## config.mk

```make
export PLATFORM = sky130hd
export DESIGN_NAME = autoranging_adc_averager
export DESIGN_NICKNAME = d
export VERILOG_FILES = /design/src/aravg_pkg.sv /design/src/aravg_cfg.sv /design/src/aravg_core.sv /design/src/autoranging_adc_averager.sv
export VERILOG_INCLUDE_DIRS = /design/src /design/src/src
export SDC_FILE = /design/constraint.sdc
export NUM_CORES = 1
export LEC_CHECK = 0
export BUFFER_PORTS_ARGS = -buffer_cell sky130_fd_sc_hd__buf_2
export CORE_MARGIN = 5
export CORE_UTILIZATION = 31
export DETAILED_ROUTE_END_ITERATION = 8
export GPL_ROUTABILITY_DRIVEN = 1
export SYNTH_ARGS = -nofsm -noshare
export SYNTH_HDL_FRONTEND = slang
export SYNTH_HIERARCHICAL = 1
export SYNTH_SLANG_ARGS = --single-unit
```

## constraint.sdc

```tcl
create_clock -name clk -period 13.1 [get_ports clk]
set_input_delay 1.31 -clock clk [delete_from_list [all_inputs] [get_ports clk]]
set_output_delay 1.31 -clock clk [all_outputs]
set_load 0.01 [all_outputs]
```

## src/autoranging_adc_averager_macros.svh

```systemverilog
// Assertion macros used by the module that carries checks.
`ifndef AUTORANGING_ADC_AVERAGER_MACROS_SVH
`define AUTORANGING_ADC_AVERAGER_MACROS_SVH

// Same-cycle implication, sampled on clk and disabled while rst_n is low.
`define ARAVG_ASSERT_NOW(lbl, ante, cons) \
  lbl: assert property (@(posedge clk) disable iff (!rst_n) (ante) |-> (cons)) \
    else $error("aravg check failed");

// Next-cycle implication, sampled on clk and disabled while rst_n is low.
`define ARAVG_ASSERT_NEXT(lbl, ante, cons) \
  lbl: assert property (@(posedge clk) disable iff (!rst_n) (ante) |=> (cons)) \
    else $error("aravg check failed");

`endif

```

## src/aravg_pkg.sv

```systemverilog
`timescale 1ns / 1ps

package aravg_pkg;

  localparam int NUM_GAINS_DEF   = 4;
  localparam int SAMPLE_BITS_DEF = 24;

  localparam int ACC_W      = 32;
  localparam int THR_W      = 24;
  localparam int SHIFT_W    = 4;
  localparam int LIMIT_W    = 4;
  localparam int CNT_W      = 9;
  localparam int AVG_W      = 24;
  localparam int KIND_W     = 2;
  localparam int GIDX_W     = 2;
  localparam int CFG_IDX_W  = 2;
  localparam int CFG_DATA_W = 24;

  localparam logic [SHIFT_W-1:0] MAX_SHIFT = 4'd8;

  localparam logic [KIND_W-1:0] EV_AVERAGE   = 2'd0;
  localparam logic [KIND_W-1:0] EV_GAIN_DOWN = 2'd1;
  localparam logic [KIND_W-1:0] EV_GAIN_UP   = 2'd2;

  localparam logic [CFG_IDX_W-1:0] REG_HIGH_THR  = 2'd0;
  localparam logic [CFG_IDX_W-1:0] REG_LOW_THR   = 2'd1;
  localparam logic [CFG_IDX_W-1:0] REG_AVG_SHIFT = 2'd2;
  localparam logic [CFG_IDX_W-1:0] REG_STRIKE_LIM = 2'd3;

  localparam logic [THR_W-1:0]   HIGH_THR_RST  = 24'd15099494;
  localparam logic [THR_W-1:0]   LOW_THR_RST   = 24'd167772;
  localparam logic [SHIFT_W-1:0] AVG_SHIFT_RST = 4'd4;
  localparam logic [LIMIT_W-1:0] STRIKE_LIM_RST = 4'd2;

  typedef struct packed {
    logic [THR_W-1:0]   high_thr;
    logic [THR_W-1:0]   low_thr;
    logic [SHIFT_W-1:0] avg_shift;
    logic [LIMIT_W-1:0] strike_lim;
  } cfg_t;

  typedef struct packed {
    logic              valid;
    logic [KIND_W-1:0] kind;
    logic              channel;
    logic [AVG_W-1:0]  average;
    logic [GIDX_W-1:0] gain;
  } event_t;

endpackage

```

## src/aravg_cfg.sv

```systemverilog
`timescale 1ns / 1ps

module aravg_cfg
  import aravg_pkg::*;
(
  input  logic                  clk,
  input  logic                  rst_n,
  input  logic                  wr_en,
  input  logic [CFG_IDX_W-1:0]  wr_index,
  input  logic [CFG_DATA_W-1:0] wr_data,
  output cfg_t                  cfg
);

  cfg_t cfg_r;
  cfg_t cfg_nxt;

  always_comb begin
    cfg_nxt = cfg_r;
    if (wr_en) begin
      unique case (wr_index)
        REG_HIGH_THR:   cfg_nxt.high_thr   = wr_data[THR_W-1:0];
        REG_LOW_THR:    cfg_nxt.low_thr    = wr_data[THR_W-1:0];
        REG_AVG_SHIFT:  cfg_nxt.avg_shift  = wr_data[SHIFT_W-1:0];
        REG_STRIKE_LIM: cfg_nxt.strike_lim = wr_data[LIMIT_W-1:0];
        default:        cfg_nxt = cfg_r;
      endcase
    end
  end

  always_ff @(posedge clk) begin
    if (!rst_n) begin
      cfg_r.high_thr   <= HIGH_THR_RST;
      cfg_r.low_thr    <= LOW_THR_RST;
      cfg_r.avg_shift  <= AVG_SHIFT_RST;
      cfg_r.strike_lim <= STRIKE_LIM_RST;
    end else begin
      cfg_r <= cfg_nxt;
    end
  end

  assign cfg = cfg_r;

endmodule

```

## src/aravg_core.sv

```systemverilog
`timescale 1ns / 1ps

module aravg_core
  import aravg_pkg::*;
#(
  parameter int NUM_GAINS   = NUM_GAINS_DEF,
  parameter int SAMPLE_BITS = SAMPLE_BITS_DEF
) (
  input  logic                   clk,
  input  logic                   rst_n,
  input  logic                   fire,
  input  logic [SAMPLE_BITS-1:0] sample,
  input  cfg_t                   cfg,
  output event_t                 ev
);

  localparam int GAIN_W = $clog2(NUM_GAINS);
  localparam logic [GAIN_W-1:0] GAIN_MAX = GAIN_W'(NUM_GAINS - 1);

  logic               active_r, active_nxt;
  logic [GAIN_W-1:0]  gain_r [2];
  logic [GAIN_W-1:0]  gain_nxt;
  logic [LIMIT_W-1:0] high_strk_r, high_strk_nxt;
  logic [LIMIT_W-1:0] low_strk_r, low_strk_nxt;
  logic [ACC_W-1:0]   acc_r, acc_nxt;
  logic [CNT_W-1:0]   cnt_r, cnt_nxt;

  logic [GAIN_W-1:0]        g;
  logic [SHIFT_W-1:0]       shift;
  logic [ACC_W-1:0]         s_ext;
  logic [ACC_W-1:0]         acc_sum;
  logic [ACC_W-1:0]         avg_full;
  logic [CNT_W-1:0]         cnt_inc;
  logic [CNT_W-1:0]         block_len;
  logic [LIMIT_W:0]         high_inc;
  logic [LIMIT_W:0]         low_inc;
  logic                     high_hit, low_hit;
  logic                     step_down, step_up, block_done;
  logic [GAIN_W+GIDX_W-1:0] gain_ext;

  always_comb begin
    g         = gain_r[active_r];
    shift     = (cfg.avg_shift > MAX_SHIFT) ? MAX_SHIFT : cfg.avg_shift;
    s_ext     = ACC_W'(sample);
    acc_sum   = acc_r + s_ext;
    avg_full  = acc_sum >> shift;
    cnt_inc   = cnt_r + CNT_W'(1);
    block_len = CNT_W'(1) << shift;
    high_inc  = {1'b0, high_strk_r} + (LIMIT_W + 1)'(1);
    low_inc   = {1'b0, low_strk_r} + (LIMIT_W + 1)'(1);

    high_hit  = (g != '0) && (s_ext > ACC_W'(cfg.high_thr));
    low_hit   = !high_hit && (g != GAIN_MAX) && (s_ext < ACC_W'(cfg.low_thr));
    step_down = high_hit && (high_inc > {1'b0, cfg.strike_lim});
    step_up   = low_hit && (low_inc > {1'b0, cfg.strike_lim});
    block_done = !high_hit && !low_hit && (cnt_inc >= block_len);

    active_nxt    = active_r;
    gain_nxt      = g;
    high_strk_nxt = high_strk_r;
    low_strk_nxt  = low_strk_r;
    acc_nxt       = acc_r;
    cnt_nxt       = cnt_r;

    if (step_down || step_up || block_done) begin
      high_strk_nxt = '0;
      low_strk_nxt  = '0;
      acc_nxt       = '0;
      cnt_nxt       = '0;
      if (step_down) begin
        gain_nxt = g - GAIN_W'(1);
      end else if (step_up) begin
        gain_nxt = g + GAIN_W'(1);
      end else begin
        active_nxt = !active_r;
      end
    end else if (high_hit) begin
      high_strk_nxt = high_inc[LIMIT_W-1:0];
    end else if (low_hit) begin
      low_strk_nxt = low_inc[LIMIT_W-1:0];
    end else begin
      acc_nxt = acc_sum;
      cnt_nxt = cnt_inc;
    end

    gain_ext   = (GAIN_W + GIDX_W)'(gain_nxt);
    ev.valid   = step_down || step_up || block_done;
    ev.kind    = step_down ? EV_GAIN_DOWN : (step_up ? EV_GAIN_UP : EV_AVERAGE);
    ev.channel = active_r;
    ev.average = block_done ? avg_full[AVG_W-1:0] : '0;
    ev.gain    = gain_ext[GIDX_W-1:0];
  end

  always_ff @(posedge clk) begin
    if (!rst_n) begin
      active_r    <= 1'b0;
      gain_r[0]   <= '0;
      gain_r[1]   <= '0;
      high_strk_r <= '0;
      low_strk_r  <= '0;
      acc_r       <= '0;
      cnt_r       <= '0;
    end else if (fire) begin
      active_r         <= active_nxt;
      gain_r[active_r] <= gain_nxt;
      high_strk_r      <= high_strk_nxt;
      low_strk_r       <= low_strk_nxt;
      acc_r            <= acc_nxt;
      cnt_r            <= cnt_nxt;
    end
  end

endmodule

```

## src/autoranging_adc_averager.sv

```systemverilog
// Channel  Direction  Handshake           Payload
// in_      input      in_valid/in_stall    in_sample
// out_     output     out_valid/out_stall  out_event_kind, out_channel, out_average,
//                                          out_gain_index
// cfg_     input      cfg_valid/cfg_ready  cfg_index, cfg_data
//
// One sample is accepted per cycle while in_stall is low; it is registered,
// then classified and folded into the channel state once the output register
// can take a result, and any event it raises is registered there.
// Reset is synchronous on rst_n and restores the configuration, the channel
// state and the valid flags.
// A stalled result holds the output register and then the sample register;
// in_stall rises only when both are full.
`timescale 1ns / 1ps
`include "autoranging_adc_averager_macros.svh"

module autoranging_adc_averager
  import aravg_pkg::*;
#(
  parameter int NUM_GAINS   = NUM_GAINS_DEF,
  parameter int SAMPLE_BITS = SAMPLE_BITS_DEF
) (
  input  logic                   clk,
  input  logic                   rst_n,
  input  logic                   in_valid,
  output logic                   in_stall,
  input  logic [SAMPLE_BITS-1:0] in_sample,
  output logic                   out_valid,
  input  logic                   out_stall,
  output logic [KIND_W-1:0]      out_event_kind,
  output logic                   out_channel,
  output logic [AVG_W-1:0]       out_average,
  output logic [GIDX_W-1:0]      out_gain_index,
  input  logic                   cfg_valid,
  output logic                   cfg_ready,
  input  logic [CFG_IDX_W-1:0]   cfg_index,
  input  logic [CFG_DATA_W-1:0]  cfg_data
);

  cfg_t   cfg;
  event_t ev;

  logic                   s1_valid_r, s1_valid_nxt;
  logic [SAMPLE_BITS-1:0] s1_sample_r;
  logic                   out_valid_r, out_valid_nxt;
  event_t                 out_r;
  logic                   fire;
  logic                   in_take;

  assign cfg_ready = 1'b1;

  aravg_cfg u_cfg (
    .clk      (clk),
    .rst_n    (rst_n),
    .wr_en    (cfg_valid && cfg_ready),
    .wr_index (cfg_index),
    .wr_data  (cfg_data),
    .cfg      (cfg)
  );

  aravg_core #(
    .NUM_GAINS   (NUM_GAINS),
    .SAMPLE_BITS (SAMPLE_BITS)
  ) u_core (
    .clk    (clk),
    .rst_n  (rst_n),
    .fire   (fire),
    .sample (s1_sample_r),
    .cfg    (cfg),
    .ev     (ev)
  );

  always_comb begin
    fire     = s1_valid_r && (!out_valid_r || !out_stall);
    in_stall = s1_valid_r && !fire;
    in_take  = in_valid && !in_stall;

    s1_valid_nxt = in_take ? 1'b1 : (fire ? 1'b0 : s1_valid_r);

    if (fire) begin
      out_valid_nxt = ev.valid;
    end else if (out_valid_r && !out_stall) begin
      out_valid_nxt = 1'b0;
    end else begin
      out_valid_nxt = out_valid_r;
    end
  end

  always_ff @(posedge clk) begin
    if (!rst_n) begin
      s1_valid_r  <= 1'b0;
      out_valid_r <= 1'b0;
    end else begin
      s1_valid_r  <= s1_valid_nxt;
      out_valid_r <= out_valid_nxt;
    end
  end

  always_ff @(posedge clk) begin
    if (in_take) begin
      s1_sample_r <= in_sample;
    end
    if (fire && ev.valid) begin
      out_r <= ev;
    end
  end

  assign out_valid      = out_valid_r;
  assign out_event_kind = out_r.kind;
  assign out_channel    = out_r.channel;
  assign out_average    = out_r.average;
  assign out_gain_index = out_r.gain;

  `ARAVG_ASSERT_NOW(a_stall_needs_sample, in_stall, s1_valid_r)
  `ARAVG_ASSERT_NOW(a_step_has_no_average, out_valid && (out_event_kind != EV_AVERAGE), out_average == '0)
  `ARAVG_ASSERT_NEXT(a_fire_sets_output, fire, out_valid_r == $past(ev.valid))

endmodule

```

==> metrics.txt <==
initial antenna violation count 1; Max-Cap Viols 0; synth warn 6; Vias/cell 5.26; post-cts gate resize count 0; root buf cell clkbuf_16; Setup Skew 0.0138 ns; Lkg Pwr 0.00525 uW; most instantiated cells after synthesis nand2_1, dfxtp_1, ha_1, a21oi_1, inv_1; hold path depth 2; Worst Path Max Fanout 23; dominant synthesized flop cell dfxtp_1; clk_lat worst skew 0.44 ns; synthesis-to-layout area growth 12.8%; worst path required time 13.28 ns; nets@finish 1434; Arr. time, crit path 4.87 ns; TritonCTS buffer count 17; Area contributors post-synth dfxtp_1, edfxtp_1, ha_1, nand2_1, mux2i_1; Gate Count Post-Synth 1234; layout filler cell count 3624; first-pass GRT wire length 48400 um; CP Capture Type flip-flop; Post-Syn Area 10900 um2; Tcrit/Tclk final 0.358; syn_nets 1383; startpoint type of the worst setup path flip-flop; Final HPWL DP 22900 um; Final Setup Violations 0; status completed; Slew Viols, Final 0; top cell type's share of synthesized area 0.201; Horiz. Die Dim 197 um; port bufs 85; flops & latches, synth 166; DIE HEIGHT 197 um; final WL 30200 um; worst hold margin 0.461 ns; register area share after synthesis 0.358; Iter 0 DRT Violations 736; total inserted antenna cells 0; Post-CTS Setup Repair Bufs 0; CTS H-tree lvls 4; post-layout min period 4.69 ns; unrepaired setup endpoints after global routing no; final hold vios 0; number of synthesized flops with an enable pin 57; gpl congestion 0.912; Vias 9227; Register-to-Register Setup Slack 8.41 ns; fin util 0.355; vias in the first global route 9053; Worst-path clk slew 0.07 ns; final instance area 12300 um2; R2R depth 11; synthesized area per cell 8.80 um2; count leader, synth nand2_1; worst-margin pin slew 1.01 ns; die area 38900 um2; Max transition margin 0.327; Area after DPL 11700 um2; Hold Startpoint u_cfg/cfg[47]; all-layer global routing usage 0.155; clock sink count 166; I/O pins 87; share of cells above drive strength 1 0.120; Setup TNS 0 ns; Hold Crit Class flip-flop to flip-flop; hold endpoint u_cfg/cfg[47]; Post-DRT Antenna Nets 0; drt wl/cell 17.2 um; largest net degree at the start of global routing 79; CTS tree yes; RR Endpoint out_average[13]; ys async rst share 0; power per cell area 109 nW/um2; Worst Path Class, Setup flip-flop to flip-flop; First-pass DRT Iterations 5; Initial Util 0.314; fmax 213 MHz; # rows 68; residual DRC count 0; VDD IR max 0.0979 mV; Post-CTS Hold Buffers 0; post-synth top area cell dfxtp_1; gr ovfl total 0; Max clock buf depth 2; total core area 34500 um2; Yosys cell types 87; reg2reg start u_cfg/cfg[5]
-- state kept, by name (all words and copies together), names as in the netlist, 2 cells and up, named ones only --
signal,cells
u_core/acc_r,32
s1_sample_r,24
out_event_kind,2
u_core/high_strk_r,4
u_cfg/cfg,56
out_average,24
u_core/cnt_r,9
out_gain_index,2
u_core/low_strk_r,4
u_core/gain_r,4
-- worst max-delay path, cell delays in order, from the launching register on --
cell and delay [ns]:
dfxtp_1 0.77, nand2_1 0.68, or3_1 0.54, ha_1 0.28, o21a_1 0.17, o21a_1 0.18
o31a_1 0.11, a311o_1 0.40, nor2b_1 0.18, nand2_1 0.60, nor4_1 0.09, or3_1 0.39
-- area by class of cell --
type	count	area, um2	area share
sequential	166	3890	0.318
multi-input combinational	926	6410	0.523
inverter	78	293	0.0239
tap	455	569	0.0464
clock buffer	19	433	0.0353
timing repair buffer	96	508	0.0414
clock inverter	13	148	0.0120
-- how the worst max path moves through the flow --
stage	to	depth (start not counted)	start	slack (ns)
detailed placement	out_average[13]	11	u_cfg/cfg[5]	8.54
global route	out_average[13]	11	u_cfg/cfg[5]	8.15
global placement	out_average[13]	11	u_cfg/cfg[5]	8.63
floorplan	out_average[0]	14	u_cfg/cfg[5]	8.80
finish	out_average[13]	11	u_cfg/cfg[5]	8.41
CTS	out_average[13]	11	u_cfg/cfg[5]	8.52
-- where the power goes --
part           switching (uW)  internal [uW]
logic                     168           97.7
clock network             220            283
registers                16.5            556
total                     404            936
-- cells by family (layout without fill, tap and decap cells) --
kind of cell | after synthesis | after routing | share of synthesized area
xor gates and xnor gates | 45 | 45 | 0.0370
buffers and inverters | 142 | 206 | 0.0528
and+or+nand+nor | 401 | 401 | 0.183
DFF | 166 | 166 | 0.358
other | 1 | 1 | 0.000345
muxes | 71 | 71 | 0.0677
AOI/OAI and AO/OA | 314 | 314 | 0.191
adders and majority gates | 94 | 94 | 0.109
-- placed cells by master (no fill, tap or decap), drive strengths merged, types with 10 or more instances in the layout --
| cell type | count |
|---|---|
| buf | 96 |
| nand4 | 12 |
| a31oi | 15 |
| o211ai | 27 |
| nor3 | 16 |
| ha | 93 |
| edfxtp | 57 |
| a21o | 12 |
| nand2b | 12 |
| mux2i | 60 |
| mux2 | 10 |
| dfxtp | 109 |
| nor2b | 34 |
| xnor2 | 25 |
| o21ai | 70 |
| and2 | 19 |
| and3 | 11 |
| nand3 | 25 |
| nor2 | 63 |
| inv | 81 |
| xor2 | 20 |
| a22o | 17 |
| clkbuf | 19 |
| a21oi | 80 |
| a211oi | 26 |
| nand2 | 163 |
| o21a | 16 |
| or3 | 10 |
-- routing by layer --
layer  vias to the layer above  GRT usage  wire, um
met3                        57     0.0331      1520
li1                       4554          -         -
met2                       265      0.243     13300
met1                      4349      0.213     14600
met5                         -          0        13
met4                         2     0.0537       765
-- stage by stage --
stage	worst slack, ns	total power (uW)	instances
2_1_floorplan	8.80	762	1234
3_3_place_gp	8.63	842	1721
3_5_place_dp	8.54	844	1721
4_1_cts	8.52	1350	1753
5_1_grt	8.15	1410	1753
6_report	8.41	1340	1753
(Power assumes the default switching activity.)
